## config.mk

```make
export PLATFORM = sky130hd
export DESIGN_NAME = token_stop_condition_detector_unit
export DESIGN_NICKNAME = d
export VERILOG_FILES = /design/src/rtl/tscd_pkg.sv /design/src/rtl/token_stop_condition_detector_unit.sv /design/src/rtl/tscd_ram.sv /design/src/rtl/tscd_walk.sv /design/src/rtl/tscd_match.sv
export SDC_FILE = /design/constraint.sdc
export NUM_CORES = 2
export LEC_CHECK = 0
export BUFFER_PORTS_ARGS = -buffer_cell sky130_fd_sc_hd__buf_2
export CORE_MARGIN = 2
export CORE_UTILIZATION = 40
export CTS_BUF_LIST = sky130_fd_sc_hd__clkbuf_16
export CTS_CLUSTER_SIZE = 24
export DETAILED_ROUTE_END_ITERATION = 10
export HOLD_SLACK_MARGIN = 0.02
export PLACE_DENSITY = 0.53
export SLEW_MARGIN = 20
export SYNTH_ARGS = -nofsm -noshare
export SYNTH_HDL_FRONTEND = slang
export SYNTH_HIERARCHICAL = 1
export SYNTH_SLANG_ARGS = --single-unit
export TNS_END_PERCENT = 50
```

## constraint.sdc

```tcl
create_clock -name clk -period 4.4 [get_ports clk]
set_clock_uncertainty 0.05 [all_clocks]
set_input_delay 0 -clock clk [delete_from_list [all_inputs] [get_ports clk]]
set_output_delay 0 -clock clk [all_outputs]
set_load 0.03 [all_outputs]
```

## src/rtl/tscd_pkg.sv

```systemverilog
// Package for the token stop-condition detector.
// Field widths, item and register codes, compare-request and hit types.
// No dependencies.
package tscd_pkg;

	localparam int TOKEN_W    = 18;
	localparam int REQ_W      = 3;
	localparam int SLOT_W     = 3;
	localparam int POS_W      = 4;
	localparam int LEN_W      = 5;
	localparam int COUNT_W    = 4;
	localparam int MINTOK_W   = 16;
	localparam int CFG_IDX_W  = 2;
	localparam int CFG_DATA_W = 16;
	localparam int S_TDATA_W  = 32;
	localparam int S_TUSER_W  = 3;
	localparam int M_TDATA_W  = 8;
	localparam int REASON_W   = 2;

	// item kinds
	localparam logic [REQ_W-1:0] REQ_TOKEN    = 3'd0;
	localparam logic [REQ_W-1:0] REQ_EOS_SET  = 3'd1;
	localparam logic [REQ_W-1:0] REQ_STOP_SET = 3'd2;
	localparam logic [REQ_W-1:0] REQ_SEQ_ELEM = 3'd3;
	localparam logic [REQ_W-1:0] REQ_SEQ_LEN  = 3'd4;
	localparam logic [REQ_W-1:0] REQ_BEGIN    = 3'd5;

	// stop reasons
	localparam logic [REASON_W-1:0] RSN_NONE = 2'd0;
	localparam logic [REASON_W-1:0] RSN_EOS  = 2'd1;
	localparam logic [REASON_W-1:0] RSN_STOP = 2'd2;
	localparam logic [REASON_W-1:0] RSN_SEQ  = 2'd3;

	// configuration register indexes
	localparam logic [CFG_IDX_W-1:0] REG_MIN_TOK    = 2'd0;
	localparam logic [CFG_IDX_W-1:0] REG_EOS_COUNT  = 2'd1;
	localparam logic [CFG_IDX_W-1:0] REG_STOP_COUNT = 2'd2;
	localparam logic [CFG_IDX_W-1:0] REG_SEQ_COUNT  = 2'd3;

	typedef enum logic [1:0] {
		KIND_EOS  = 2'd0,
		KIND_STOP = 2'd1,
		KIND_SEQ  = 2'd2
	} cmp_kind_t;

	typedef struct packed {
		logic      valid;
		cmp_kind_t kind;
		logic      first;   // first element of a sequence walk
		logic      last;    // last element of a sequence walk
	} cmp_req_t;

	typedef struct packed {
		logic eos;
		logic stop;
		logic seq;
	} hit_t;

endpackage

```

## src/rtl/token_stop_condition_detector_unit.sv

```systemverilog
// Token stop-condition detector, top level: stream ports, config registers,
// table and history RAMs, item sequencer and output register.
// Depends on tscd_pkg, tscd_ram, tscd_walk, tscd_match.
//
// One result item per input item. Load and begin items, and a token before
// the minimum count is met, pass through the exec and finish states before
// s_tready is high again. A checked token also passes through the walk
// state, which covers every enabled stop sequence that fits in the history:
// a single comparator walks the eos table, the stop table and each sequence
// against the history, one RAM read a cycle. The history is a circular
// buffer of SEQ_LEN tokens. s_tready is high only between items; a finished
// result waits in the output register while the next item is taken, and a
// result stalls the block only if the previous one is still unread when the
// next finishes.
module token_stop_condition_detector_unit #(
	parameter int EOS_MAX  = 8,
	parameter int STOP_MAX = 8,
	parameter int SEQ_MAX  = 8,
	parameter int SEQ_LEN  = 16
) (
	input  logic                              clk,
	input  logic                              arst_n,
	input  logic                              s_tvalid,
	output logic                              s_tready,
	// token[17:0], slot[20:18], position[24:21], length[29:25], zero[31:30]
	input  logic [tscd_pkg::S_TDATA_W-1:0]    s_tdata,
	// req_type[2:0]
	input  logic [tscd_pkg::S_TUSER_W-1:0]    s_tuser,
	output logic                              m_tvalid,
	input  logic                              m_tready,
	// done_res[0], reason[2:1], keep_token[3], zero[7:4]
	output logic [tscd_pkg::M_TDATA_W-1:0]    m_tdata,
	input  logic                              cfg_we,
	input  logic [tscd_pkg::CFG_IDX_W-1:0]    cfg_addr,
	input  logic [tscd_pkg::CFG_DATA_W-1:0]   cfg_wdata
);
	import tscd_pkg::*;

	localparam int EN_W = $clog2(EOS_MAX + 1);
	localparam int EA_W = (EOS_MAX > 1) ? $clog2(EOS_MAX) : 1;
	localparam int TN_W = $clog2(STOP_MAX + 1);
	localparam int TA_W = (STOP_MAX > 1) ? $clog2(STOP_MAX) : 1;
	localparam int QN_W = $clog2(SEQ_MAX + 1);
	localparam int QI_W = (SEQ_MAX > 1) ? $clog2(SEQ_MAX) : 1;
	localparam int LW   = $clog2(SEQ_LEN + 1);
	localparam int HA_W = $clog2(SEQ_LEN);
	localparam int MA_W = $clog2(SEQ_MAX * SEQ_LEN);

	typedef enum logic [3:0] {
		T_IDLE = 4'b0001,
		T_EXEC = 4'b0010,
		T_WALK = 4'b0100,
		T_FIN  = 4'b1000
	} top_state_t;

	top_state_t          state_q;
	logic [REQ_W-1:0]    type_q;
	logic [TOKEN_W-1:0]  tok_q;
	logic [SLOT_W-1:0]   slot_q;
	logic [POS_W-1:0]    pos_q;
	logic [LEN_W-1:0]    len_q;
	logic                chk_q;

	logic [MINTOK_W-1:0] min_tok_q;
	logic [COUNT_W-1:0]  eos_count_q;
	logic [COUNT_W-1:0]  stop_count_q;
	logic [COUNT_W-1:0]  seq_count_q;

	logic [MINTOK_W-1:0] min_left_q;
	logic [LW-1:0]       fill_q;
	logic [HA_W-1:0]     wp_q;
	logic [LW-1:0]       seq_len_q [SEQ_MAX];

	logic                out_v_q;
	logic [M_TDATA_W-1:0] out_data_q;

	logic [EN_W-1:0]     eos_n;
	logic [TN_W-1:0]     stop_n;
	logic [QN_W-1:0]     seq_n;
	logic [MINTOK_W-1:0] min_next;
	logic                checked;
	logic                accept;
	logic                exec;
	logic                out_free;
	logic                walk_start;
	logic                walk_done;
	logic                eos_we;
	logic                stop_we;
	logic                seq_we;
	logic                hist_we;
	logic [LW-1:0]       len_sat;
	logic [MA_W-1:0]     seq_waddr;
	logic [QI_W-1:0]     seq_sel;
	logic [LW-1:0]       cur_len;
	logic [EA_W-1:0]     eos_raddr;
	logic [TA_W-1:0]     stop_raddr;
	logic [MA_W-1:0]     seq_raddr;
	logic [HA_W-1:0]     hist_raddr;
	logic [TOKEN_W-1:0]  eos_rd;
	logic [TOKEN_W-1:0]  stop_rd;
	logic [TOKEN_W-1:0]  seq_rd;
	logic [TOKEN_W-1:0]  hist_rd;
	cmp_req_t            cmp_req;
	hit_t                hits;
	logic                res_done;
	logic [REASON_W-1:0] res_reason;
	logic                res_keep;

	assign s_tready = (state_q == T_IDLE);
	assign accept   = s_tvalid && s_tready;
	assign exec     = (state_q == T_EXEC);
	assign out_free = !out_v_q || m_tready;

	// effective table counts saturate at the table sizes
	assign eos_n  = (32'(eos_count_q) > EOS_MAX) ? EN_W'(EOS_MAX) : EN_W'(eos_count_q);
	assign stop_n = (32'(stop_count_q) > STOP_MAX) ? TN_W'(STOP_MAX) : TN_W'(stop_count_q);
	assign seq_n  = (32'(seq_count_q) > SEQ_MAX) ? QN_W'(SEQ_MAX) : QN_W'(seq_count_q);

	assign min_next = (min_left_q != '0) ? min_left_q - MINTOK_W'(1) : min_left_q;
	assign checked  = (min_tok_q == '0) || (min_next == '0);

	assign eos_we  = exec && (type_q == REQ_EOS_SET) && (32'(slot_q) < EOS_MAX);
	assign stop_we = exec && (type_q == REQ_STOP_SET) && (32'(slot_q) < STOP_MAX);
	assign seq_we  = exec && (type_q == REQ_SEQ_ELEM) && (32'(slot_q) < SEQ_MAX)
			&& (32'(pos_q) < SEQ_LEN);
	assign hist_we = exec && (type_q == REQ_TOKEN) && checked && (seq_n != '0);
	assign walk_start = exec && (type_q == REQ_TOKEN) && checked;

	assign seq_waddr = MA_W'(32'(slot_q) * SEQ_LEN + 32'(pos_q));
	assign len_sat   = (32'(len_q) > SEQ_LEN) ? LW'(SEQ_LEN) : LW'(len_q);
	assign cur_len   = seq_len_q[seq_sel];

	// configuration registers
	always_ff @(posedge clk or negedge arst_n) begin
		if (!arst_n) begin
			min_tok_q    <= '0;
			eos_count_q  <= '0;
			stop_count_q <= '0;
			seq_count_q  <= '0;
		end else if (cfg_we) begin
			case (cfg_addr)
				REG_MIN_TOK:    min_tok_q    <= cfg_wdata[MINTOK_W-1:0];
				REG_EOS_COUNT:  eos_count_q  <= cfg_wdata[COUNT_W-1:0];
				REG_STOP_COUNT: stop_count_q <= cfg_wdata[COUNT_W-1:0];
				REG_SEQ_COUNT:  seq_count_q  <= cfg_wdata[COUNT_W-1:0];
				default:        min_tok_q    <= min_tok_q;
			endcase
		end
	end

	// input item register
	always_ff @(posedge clk) begin
		if (accept) begin
			type_q <= s_tuser[REQ_W-1:0];
			tok_q  <= s_tdata[TOKEN_W-1:0];
			slot_q <= s_tdata[TOKEN_W +: SLOT_W];
			pos_q  <= s_tdata[TOKEN_W + SLOT_W +: POS_W];
			len_q  <= s_tdata[TOKEN_W + SLOT_W + POS_W +: LEN_W];
		end
	end

	// sequencer and request state
	always_ff @(posedge clk or negedge arst_n) begin
		if (!arst_n) begin
			state_q    <= T_IDLE;
			chk_q      <= 1'b0;
			min_left_q <= '0;
			fill_q     <= '0;
			wp_q       <= '0;
			for (int i = 0; i < SEQ_MAX; i++) begin
				seq_len_q[i] <= '0;
			end
		end else begin
			case (state_q)
				T_IDLE: begin
					if (accept) begin
						state_q <= T_EXEC;
					end
				end
				T_EXEC: begin
					case (type_q)
						REQ_TOKEN: begin
							min_left_q <= min_next;
							chk_q      <= checked;
							state_q    <= checked ? T_WALK : T_FIN;
							if (hist_we) begin
								wp_q   <= (wp_q == HA_W'(SEQ_LEN - 1)) ? '0 : wp_q + HA_W'(1);
								fill_q <= (fill_q == LW'(SEQ_LEN)) ? fill_q : fill_q + LW'(1);
							end
						end
						REQ_SEQ_LEN: begin
							state_q <= T_FIN;
							chk_q   <= 1'b0;
							if (32'(slot_q) < SEQ_MAX) begin
								seq_len_q[QI_W'(slot_q)] <= len_sat;
							end
						end
						REQ_BEGIN: begin
							state_q    <= T_FIN;
							chk_q      <= 1'b0;
							fill_q     <= '0;
							min_left_q <= min_tok_q;
						end
						default: begin
							state_q <= T_FIN;
							chk_q   <= 1'b0;
						end
					endcase
				end
				T_WALK: begin
					if (walk_done) begin
						state_q <= T_FIN;
					end
				end
				T_FIN: begin
					if (out_free) begin
						state_q <= T_IDLE;
					end
				end
				default: begin
					state_q <= T_IDLE;
				end
			endcase
		end
	end

	// result: eos beats stop beats stop sequence
	always_comb begin
		res_done   = 1'b0;
		res_reason = RSN_NONE;
		res_keep   = 1'b0;
		if (type_q == REQ_TOKEN) begin
			res_keep = 1'b1;
			if (chk_q) begin
				if (hits.eos) begin
					res_done   = 1'b1;
					res_reason = RSN_EOS;
					res_keep   = 1'b0;
				end else if (hits.stop) begin
					res_done   = 1'b1;
					res_reason = RSN_STOP;
				end else if (hits.seq) begin
					res_done   = 1'b1;
					res_reason = RSN_SEQ;
				end
			end
		end
	end

	always_ff @(posedge clk or negedge arst_n) begin
		if (!arst_n) begin
			out_v_q <= 1'b0;
		end else if (state_q == T_FIN && out_free) begin
			out_v_q <= 1'b1;
		end else if (m_tready) begin
			out_v_q <= 1'b0;
		end
	end

	always_ff @(posedge clk) begin
		if (state_q == T_FIN && out_free) begin
			out_data_q <= {(M_TDATA_W - REASON_W - 2)'(0), res_keep, res_reason, res_done};
		end
	end

	assign m_tvalid = out_v_q;
	assign m_tdata  = out_data_q;

	tscd_ram #(.WIDTH(TOKEN_W), .DEPTH(EOS_MAX)) u_eos_ram (
		.clk   (clk),
		.we    (eos_we),
		.waddr (EA_W'(slot_q)),
		.wdata (tok_q),
		.raddr (eos_raddr),
		.rdata (eos_rd)
	);

	tscd_ram #(.WIDTH(TOKEN_W), .DEPTH(STOP_MAX)) u_stop_ram (
		.clk   (clk),
		.we    (stop_we),
		.waddr (TA_W'(slot_q)),
		.wdata (tok_q),
		.raddr (stop_raddr),
		.rdata (stop_rd)
	);

	tscd_ram #(.WIDTH(TOKEN_W), .DEPTH(SEQ_MAX * SEQ_LEN)) u_seq_ram (
		.clk   (clk),
		.we    (seq_we),
		.waddr (seq_waddr),
		.wdata (tok_q),
		.raddr (seq_raddr),
		.rdata (seq_rd)
	);

	tscd_ram #(.WIDTH(TOKEN_W), .DEPTH(SEQ_LEN)) u_hist_ram (
		.clk   (clk),
		.we    (hist_we),
		.waddr (wp_q),
		.wdata (tok_q),
		.raddr (hist_raddr),
		.rdata (hist_rd)
	);

	tscd_walk #(
		.EOS_MAX  (EOS_MAX),
		.STOP_MAX (STOP_MAX),
		.SEQ_MAX  (SEQ_MAX),
		.SEQ_LEN  (SEQ_LEN)
	) u_walk (
		.clk       (clk),
		.arst_n    (arst_n),
		.start     (walk_start),
		.eos_n     (eos_n),
		.stop_n    (stop_n),
		.seq_n     (seq_n),
		.fill      (fill_q),
		.wr_ptr    (wp_q),
		.cur_len   (cur_len),
		.seq_sel   (seq_sel),
		.eos_addr  (eos_raddr),
		.stop_addr (stop_raddr),
		.seq_addr  (seq_raddr),
		.hist_addr (hist_raddr),
		.req       (cmp_req),
		.done      (walk_done)
	);

	tscd_match u_match (
		.clk     (clk),
		.arst_n  (arst_n),
		.clear   (walk_start),
		.req     (cmp_req),
		.tok     (tok_q),
		.eos_rd  (eos_rd),
		.stop_rd (stop_rd),
		.seq_rd  (seq_rd),
		.hist_rd (hist_rd),
		.hits    (hits)
	);

`ifndef SYNTHESIS
	a_done_in_walk: assert property (@(posedge clk) disable iff (!arst_n)
		walk_done |-> state_q == T_WALK)
		else $error("walk finished outside the walk state");

	a_fill_bound: assert property (@(posedge clk) disable iff (!arst_n)
		fill_q <= LW'(SEQ_LEN))
		else $error("history fill beyond its depth");

	a_load_from_fin: assert property (@(posedge clk) disable iff (!arst_n)
		$rose(out_v_q) |-> $past(state_q == T_FIN))
		else $error("result loaded outside the finish state");

	a_eos_drops: assert property (@(posedge clk) disable iff (!arst_n)
		out_v_q && out_data_q[REASON_W:1] == RSN_EOS |-> !out_data_q[REASON_W + 1])
		else $error("eos result marks the token as kept");

	a_walk_no_item: assert property (@(posedge clk) disable iff (!arst_n)
		cmp_req.valid |-> state_q == T_WALK)
		else $error("table compare issued outside a token walk");
`endif

endmodule

```

## src/rtl/tscd_ram.sv

```systemverilog
// Generic simple dual-port RAM, one write port and one registered read port.
// No dependencies.
module tscd_ram #(
	parameter int WIDTH = 18,
	parameter int DEPTH = 8,
	parameter int AW    = (DEPTH > 1) ? $clog2(DEPTH) : 1
) (
	input  logic             clk,
	input  logic             we,
	input  logic [AW-1:0]    waddr,
	input  logic [WIDTH-1:0] wdata,
	input  logic [AW-1:0]    raddr,
	output logic [WIDTH-1:0] rdata
);

	logic [WIDTH-1:0] mem_q [DEPTH];

	always_ff @(posedge clk) begin
		if (we) begin
			mem_q[waddr] <= wdata;
		end
		rdata <= mem_q[raddr];
	end

endmodule

```

## src/rtl/tscd_walk.sv

```systemverilog
// Table walk sequencer: steps through eos entries, stop entries and each
// stored stop sequence against the history, one read per cycle.
// Depends on tscd_pkg.
module tscd_walk #(
	parameter int EOS_MAX  = 8,
	parameter int STOP_MAX = 8,
	parameter int SEQ_MAX  = 8,
	parameter int SEQ_LEN  = 16,
	parameter int EN_W     = $clog2(EOS_MAX + 1),
	parameter int EA_W     = (EOS_MAX > 1) ? $clog2(EOS_MAX) : 1,
	parameter int TN_W     = $clog2(STOP_MAX + 1),
	parameter int TA_W     = (STOP_MAX > 1) ? $clog2(STOP_MAX) : 1,
	parameter int QN_W     = $clog2(SEQ_MAX + 1),
	parameter int QI_W     = (SEQ_MAX > 1) ? $clog2(SEQ_MAX) : 1,
	parameter int LW       = $clog2(SEQ_LEN + 1),
	parameter int HA_W     = $clog2(SEQ_LEN),
	parameter int MA_W     = $clog2(SEQ_MAX * SEQ_LEN)
) (
	input  logic                clk,
	input  logic                arst_n,
	input  logic                start,
	input  logic [EN_W-1:0]     eos_n,
	input  logic [TN_W-1:0]     stop_n,
	input  logic [QN_W-1:0]     seq_n,
	input  logic [LW-1:0]       fill,
	input  logic [HA_W-1:0]     wr_ptr,
	input  logic [LW-1:0]       cur_len,
	output logic [QI_W-1:0]     seq_sel,
	output logic [EA_W-1:0]     eos_addr,
	output logic [TA_W-1:0]     stop_addr,
	output logic [MA_W-1:0]     seq_addr,
	output logic [HA_W-1:0]     hist_addr,
	output tscd_pkg::cmp_req_t  req,
	output logic                done
);
	import tscd_pkg::*;

	typedef enum logic [5:0] {
		W_IDLE  = 6'b000001,
		W_EOS   = 6'b000010,
		W_STOP  = 6'b000100,
		W_SEQL  = 6'b001000,
		W_SEQE  = 6'b010000,
		W_DRAIN = 6'b100000
	} walk_state_t;

	walk_state_t      state_q;
	logic [EN_W-1:0]  ei_q;
	logic [TN_W-1:0]  ti_q;
	logic [QN_W-1:0]  qi_q;
	logic [HA_W-1:0]  el_q;
	logic [HA_W-1:0]  hp_q;
	logic [MA_W-1:0]  base_q;
	logic             first_q;

	always_ff @(posedge clk or negedge arst_n) begin
		if (!arst_n) begin
			state_q <= W_IDLE;
			ei_q    <= '0;
			ti_q    <= '0;
			qi_q    <= '0;
			el_q    <= '0;
			hp_q    <= '0;
			base_q  <= '0;
			first_q <= 1'b0;
		end else begin
			case (state_q)
				W_IDLE: begin
					if (start) begin
						ei_q    <= '0;
						state_q <= W_EOS;
					end
				end
				W_EOS: begin
					if (ei_q == eos_n) begin
						ti_q    <= '0;
						state_q <= W_STOP;
					end else begin
						ei_q <= ei_q + EN_W'(1);
					end
				end
				W_STOP: begin
					if (ti_q == stop_n) begin
						qi_q    <= '0;
						base_q  <= '0;
						state_q <= W_SEQL;
					end else begin
						ti_q <= ti_q + TN_W'(1);
					end
				end
				W_SEQL: begin
					if (qi_q == seq_n) begin
						state_q <= W_DRAIN;
					end else if (cur_len == '0 || cur_len > fill) begin
						// disabled or longer than the history: skip
						qi_q   <= qi_q + QN_W'(1);
						base_q <= base_q + MA_W'(SEQ_LEN);
					end else begin
						// walk backward from the newest token and the last element
						el_q    <= HA_W'(cur_len - LW'(1));
						hp_q    <= (wr_ptr == '0) ? HA_W'(SEQ_LEN - 1) : wr_ptr - HA_W'(1);
						first_q <= 1'b1;
						state_q <= W_SEQE;
					end
				end
				W_SEQE: begin
					first_q <= 1'b0;
					if (el_q == '0) begin
						qi_q    <= qi_q + QN_W'(1);
						base_q  <= base_q + MA_W'(SEQ_LEN);
						state_q <= W_SEQL;
					end else begin
						el_q <= el_q - HA_W'(1);
						hp_q <= (hp_q == '0) ? HA_W'(SEQ_LEN - 1) : hp_q - HA_W'(1);
					end
				end
				W_DRAIN: begin
					state_q <= W_IDLE;
				end
				default: begin
					state_q <= W_IDLE;
				end
			endcase
		end
	end

	always_comb begin
		req       = '0;
		req.kind  = KIND_EOS;
		case (state_q)
			W_EOS: begin
				req.valid = (ei_q != eos_n);
				req.kind  = KIND_EOS;
			end
			W_STOP: begin
				req.valid = (ti_q != stop_n);
				req.kind  = KIND_STOP;
			end
			W_SEQE: begin
				req.valid = 1'b1;
				req.kind  = KIND_SEQ;
				req.first = first_q;
				req.last  = (el_q == '0);
			end
			default: begin
				req.valid = 1'b0;
			end
		endcase
	end

	assign eos_addr  = ei_q[EA_W-1:0];
	assign stop_addr = ti_q[TA_W-1:0];
	assign seq_sel   = qi_q[QI_W-1:0];
	assign seq_addr  = base_q + MA_W'(el_q);
	assign hist_addr = hp_q;
	assign done      = (state_q == W_DRAIN);

endmodule

```

## src/rtl/tscd_match.sv

```systemverilog
// Shared compare unit: one equality compare per cycle on the registered
// RAM read data, accumulating the eos, stop and stop-sequence hits.
// Depends on tscd_pkg.
module tscd_match (
	input  logic                          clk,
	input  logic                          arst_n,
	input  logic                          clear,
	input  tscd_pkg::cmp_req_t            req,
	input  logic [tscd_pkg::TOKEN_W-1:0]  tok,
	input  logic [tscd_pkg::TOKEN_W-1:0]  eos_rd,
	input  logic [tscd_pkg::TOKEN_W-1:0]  stop_rd,
	input  logic [tscd_pkg::TOKEN_W-1:0]  seq_rd,
	input  logic [tscd_pkg::TOKEN_W-1:0]  hist_rd,
	output tscd_pkg::hit_t                hits
);
	import tscd_pkg::*;

	cmp_req_t           req_s1;
	hit_t               hits_q;
	logic               run_ok_q;
	logic [TOKEN_W-1:0] opa;
	logic [TOKEN_W-1:0] opb;
	logic               eq;
	logic               run;

	always_comb begin
		opa = tok;
		opb = eos_rd;
		case (req_s1.kind)
			KIND_EOS: begin
				opb = eos_rd;
			end
			KIND_STOP: begin
				opb = stop_rd;
			end
			KIND_SEQ: begin
				opa = hist_rd;
				opb = seq_rd;
			end
			default: begin
				opb = eos_rd;
			end
		endcase
	end

	assign eq  = (opa == opb);
	assign run = req_s1.first ? eq : (run_ok_q & eq);

	always_ff @(posedge clk or negedge arst_n) begin
		if (!arst_n) begin
			req_s1   <= '0;
			hits_q   <= '0;
			run_ok_q <= 1'b0;
		end else begin
			req_s1 <= req;
			if (clear) begin
				hits_q   <= '0;
				run_ok_q <= 1'b0;
			end else if (req_s1.valid) begin
				case (req_s1.kind)
					KIND_EOS: begin
						hits_q.eos <= hits_q.eos | eq;
					end
					KIND_STOP: begin
						hits_q.stop <= hits_q.stop | eq;
					end
					KIND_SEQ: begin
						run_ok_q <= run;
						if (req_s1.last && run) begin
							hits_q.seq <= 1'b1;
						end
					end
					default: begin
						run_ok_q <= run_ok_q;
					end
				endcase
			end
		end
	end

	assign hits = hits_q;

endmodule
```

==> load_flow_metrics.sql <==
INSERT INTO impl_metrics (metric_group, metric, value, unit) VALUES
('run_status', 'status', 'completed', ''),
('cts', 'insertion_delay', '0.92', 'ns'),
('floorplanning', 'core.rowCount', '202', ''),
('timing', 'grt_setup_unrepaired', 'no', ''),
('timing', 'timing.slew.headroom', '0.276', ''),
('cts', 'cts_tree', 'done', ''),
('timing', 'timing_worst_slew_pin_value', '1.09', 'ns'),
('global_route', 'gr-total-overflow', '0', ''),
('place', 'dp_cell_count', '9377', ''),
('setup_path', 'crit_path_start_kind', 'flip-flop', ''),
('synthesis', 'synth_top_cells_by_area', 'sky130_fd_sc_hd__edfxtp_1 72%, sky130_fd_sc_hd__mux4_2 15%, sky130_fd_sc_hd__dfrtp_1 2.8%, sky130_fd_sc_hd__mux4_1 2.0%, sky130_fd_sc_hd__dfxtp_1 1.2%', ''),
('synthesis', 'post_synth_instance_area', '121000', 'um^2'),
('synthesis', 'dominantRegCellSynth', 'sky130_fd_sc_hd__edfxtp_1', ''),
('final_layout', 'layout.cells.most_common_list', '2917 x sky130_fd_sc_hd__edfxtp_1, 816 x sky130_fd_sc_hd__mux4_2, 345 x sky130_fd_sc_hd__clkbuf_16', ''),
('final_layout', 'final_non_filler_cell_total', '10122', ''),
('synthesis', 'synth_seq_area_share', '0.763', ''),
('power', 'p_leak', '0.0453', 'uW'),
('timing', 'report.final.hold_viol_count', '0', ''),
('cts', 'cts_htree_levels', '5', ''),
('synthesis', 'async_reset_ff_frac', '0.0441', ''),
('global_route', 'grt_pass1_wl', '431000', 'um'),
('setup_path', 'timing.setup.critical_path_class', 'reg2reg', ''),
('timing', 'slew_violations', '0', ''),
('power', 'pwr_density_cell', '554', 'nW/um^2'),
('cts', 'clkSinkCount', '3127', ''),
('synthesis', 'ys_types', '86', ''),
('timing', 'min_period_over_period', '0.936', ''),
('final_layout', 'end_of_flow_core_utilization', '0.466', ''),
('cts', 'clk_pin_slew_worst_paths', '0.06', 'ns'),
('synthesis', 'syn-mean-instance-area', '22.9', 'um^2'),
('flow_run', 'drv_cap', '0', ''),
('power', 'finalPower', '78000', 'uW'),
('place', 'dpl.hpwl', '169000', 'um'),
('synthesis', 'yosys.area_share.xor_xnor', '0.00267', ''),
('setup_path', 'cp_data_arrival_time', '4.66', 'ns'),
('synthesis', 'synth_top_family_by_area', 'multiplexers', ''),
('floorplanning', 'fp.dieW', '555', 'um'),
('synthesis', 'fraction_of_the_mapped_netlist_area_in_simple_logic_gates', '0.0209', ''),
('routing', 'routed_via_count', '56979', ''),
('timing', 'setup_viol_count_final', '0', ''),
('final_layout', 'area_growth', '16.1', '%'),
('synthesis', 'synth_compound_area_frac', '0.0122', ''),
('routing', 'drt_wl_total', '303000', 'um'),
('setup_path', 'cp_max_fo', '18', ''),
('power', 'max-vdd-ir-drop', '0.331', 'mV'),
('synthesis', 'yosysTopAreaCell', 'sky130_fd_sc_hd__edfxtp_1', ''),
('floorplanning', 'die_area', '308000', 'um^2'),
('place', 'weighted_congestion_at_the_end_of_routability_driven_global_placement', '0.803', ''),
('global_route', 'antenna_found_initial', '15', ''),
('worst_hold_path', 'worst_hold_class', 'in2reg', ''),
('routing', 'ant_nets', '0', ''),
('setup_path', 'required', '4.95', 'ns'),
('global_route', 'overall_global_routing_resource_usage', '0.195', ''),
('final_layout', 'layout_commonest_cell', 'sky130_fd_sc_hd__edfxtp_1', ''),
('floorplanning', 'die_height', '555', 'um'),
('synthesis', 'postSynthCellCount', '5302', ''),
('synthesis', 'number_of_synthesized_register_bits', '3127', ''),
('timing', 'fmax', '243', 'MHz'),
('setup_path', 'cp-end-kind', 'flip-flop', ''),
('routing', 'detail_route.first_pass.iterations', '5', ''),
('global_route', 'grt_start_max_net_pins', '161', ''),
('cts', 'cts_post_setup_buffers_inserted', '0', ''),
('place', 'io_buffer_count', '61', ''),
('cts', 'tritoncts.num_buffers', '334', ''),
('synthesis', 'netlist.area_leader.share', '0.722', ''),
('synthesis', 'muxShareOfSynthArea', '0.187', ''),
('timing', 'finalSetupTns', '0', 'ns'),
('global_route', 'number_of_global_route_vias_before_repair', '58386', ''),
('cts', 'number_of_buffers_on_the_longest_clock_path', '4', ''),
('cts', 'ctsRootBufferMaster', 'sky130_fd_sc_hd__clkbuf_16', ''),
('floorplanning', 'io-pin-count', '68', '');
==> synthesized netlist by cell type (5+ instances only) <==
library cell	instances
sky130_fd_sc_hd__a21oi_1	58
sky130_fd_sc_hd__a22oi_1	60
sky130_fd_sc_hd__a31oi_1	7
sky130_fd_sc_hd__and2_1	5
sky130_fd_sc_hd__and3_1	7
sky130_fd_sc_hd__buf_1	35
sky130_fd_sc_hd__buf_2	71
sky130_fd_sc_hd__buf_4	25
sky130_fd_sc_hd__buf_6	20
sky130_fd_sc_hd__clkbuf_1	126
sky130_fd_sc_hd__clkbuf_2	5
sky130_fd_sc_hd__dfrtp_1	136
sky130_fd_sc_hd__dfxtp_1	72
sky130_fd_sc_hd__edfxtp_1	2917
sky130_fd_sc_hd__ha_1	21
sky130_fd_sc_hd__inv_1	32
sky130_fd_sc_hd__mux2_2	128
sky130_fd_sc_hd__mux2i_1	28
sky130_fd_sc_hd__mux4_1	94
sky130_fd_sc_hd__mux4_2	816
sky130_fd_sc_hd__nand2_1	83
sky130_fd_sc_hd__nand2b_1	19
sky130_fd_sc_hd__nand3_1	30
sky130_fd_sc_hd__nand3b_1	10
sky130_fd_sc_hd__nand4_1	11
sky130_fd_sc_hd__nor2_1	220
sky130_fd_sc_hd__nor2b_1	28
sky130_fd_sc_hd__nor3_1	29
sky130_fd_sc_hd__nor4_1	23
sky130_fd_sc_hd__o21ai_0	41
sky130_fd_sc_hd__or2_2	8
sky130_fd_sc_hd__or3_1	8
sky130_fd_sc_hd__xnor2_1	21
sky130_fd_sc_hd__xor2_1	16
==> critical path, stage by stage (launching register included) <==
cell and delay (ns):
sky130_fd_sc_hd__dfrtp_1 0.43, sky130_fd_sc_hd__inv_1 0.11, sky130_fd_sc_hd__ha_1 0.22, sky130_fd_sc_hd__or3b_1 0.47
sky130_fd_sc_hd__nor2_1 0.25, sky130_fd_sc_hd__a221oi_1 0.19, sky130_fd_sc_hd__nor2_1 0.23, sky130_fd_sc_hd__a41oi_1 0.15
sky130_fd_sc_hd__nor4_2 0.52, sky130_fd_sc_hd__buf_4 0.23, sky130_fd_sc_hd__or3b_2 0.54, sky130_fd_sc_hd__nor3_4 0.18
sky130_fd_sc_hd__buf_12 0.20
==> timing repair <==
action / 4_1_cts / 5_1_grt
setup endpoints to repair: 0 / 72
endpoints found under the hold margin: 232 / 0
hold buffers: 123 / 0
gates resized for setup: 0 / 1
==> through the flow <==
stage          setup slack (ns)  hold WS [ns]  instance area (um^2)
2_1_floorplan             0.253        -0.346                121000
3_3_place_gp              0.137        0.0850                129000
3_5_place_dp              0.148        0.0975                129000
4_1_cts                   0.103        0.0213                141000
5_1_grt                  0.0806         0.104                141000
6_report                  0.282         0.106                141000
==> cells by family after synthesis <==
logic type | count (synthesis)
muxes | 1070
AOI/OAI and AO/OA | 217
and+or+nand+nor | 514
other | 1
xor gates and xnor gates | 37
buffers and inverters | 315
adders and majority gates | 21
DFF | 3127
==> final timing paths <==
path | cells after the start | slack, ns | to | startpoint
worst max-delay path | 12 | 0.28 | u_hist_ram/mem_q[0][11] | min_left_q[0]
worst min-delay path | 4 | 0.11 | seq_count_q[1] | cfg_we
worst max register to register | 12 | 0.28 | u_hist_ram/mem_q[0][11] | min_left_q[0]
worst min register to register | 1 | 0.45 | seq_len_q[21] | seq_len_q[21]
max in group asynchronous | 4 | 3.49 | min_tok_q[4] | arst_n
min in group asynchronous | 3 | 0.16 | u_walk/state_q[0] | arst_n
==> cell type report <==
type	count	area [um^2]
fill	24779	161000
clock buffer	345	8630
antenna	18	45.0
sequential	3127	92500
multi-input combinational	1863	27700
clock inverter	256	2020
timing repair buffer	502	4770
inverter	33	136
tap	3978	4980
==> flip-flops by register name, indices dropped and copies added (netlist names), 5 cells and up <==
| signal | count |
|---|---|
| u_hist_ram/mem_q | 288 |
| u_eos_ram/rdata | 18 |
| min_left_q | 16 |
| u_eos_ram/mem_q | 144 |
| u_walk/state_q | 6 |
| seq_len_q | 40 |
| min_tok_q | 16 |
| fill_q | 5 |
| len_q | 5 |
| u_match/req_s1 | 5 |
| u_stop_ram/rdata | 18 |
| u_seq_ram/mem_q | 2304 |
| tok_q | 18 |
| u_stop_ram/mem_q | 144 |
| u_seq_ram/rdata | 18 |
| u_hist_ram/rdata | 18 |
==> per-layer routing <==
layer / GRT usage / wire, um / vias up
li1: - / - / 23701
met4: 0.0483 / 7270 / 0
met3: 0.0296 / 16800 / 401
met5: 0 / 0 / -
met1: 0.282 / 134000 / 31377
met2: 0.313 / 145000 / 1500
==> power breakdown <==
part | internal, uW | leakage, uW | switching, uW | total, uW
Combinational | 6810 | 0.0111 | 8290 | 15100
Clock | 16000 | 0.00551 | 11400 | 27400
Sequential | 34300 | 0.0286 | 1120 | 35500
Note: power is estimated with default switching activity, not from simulation.
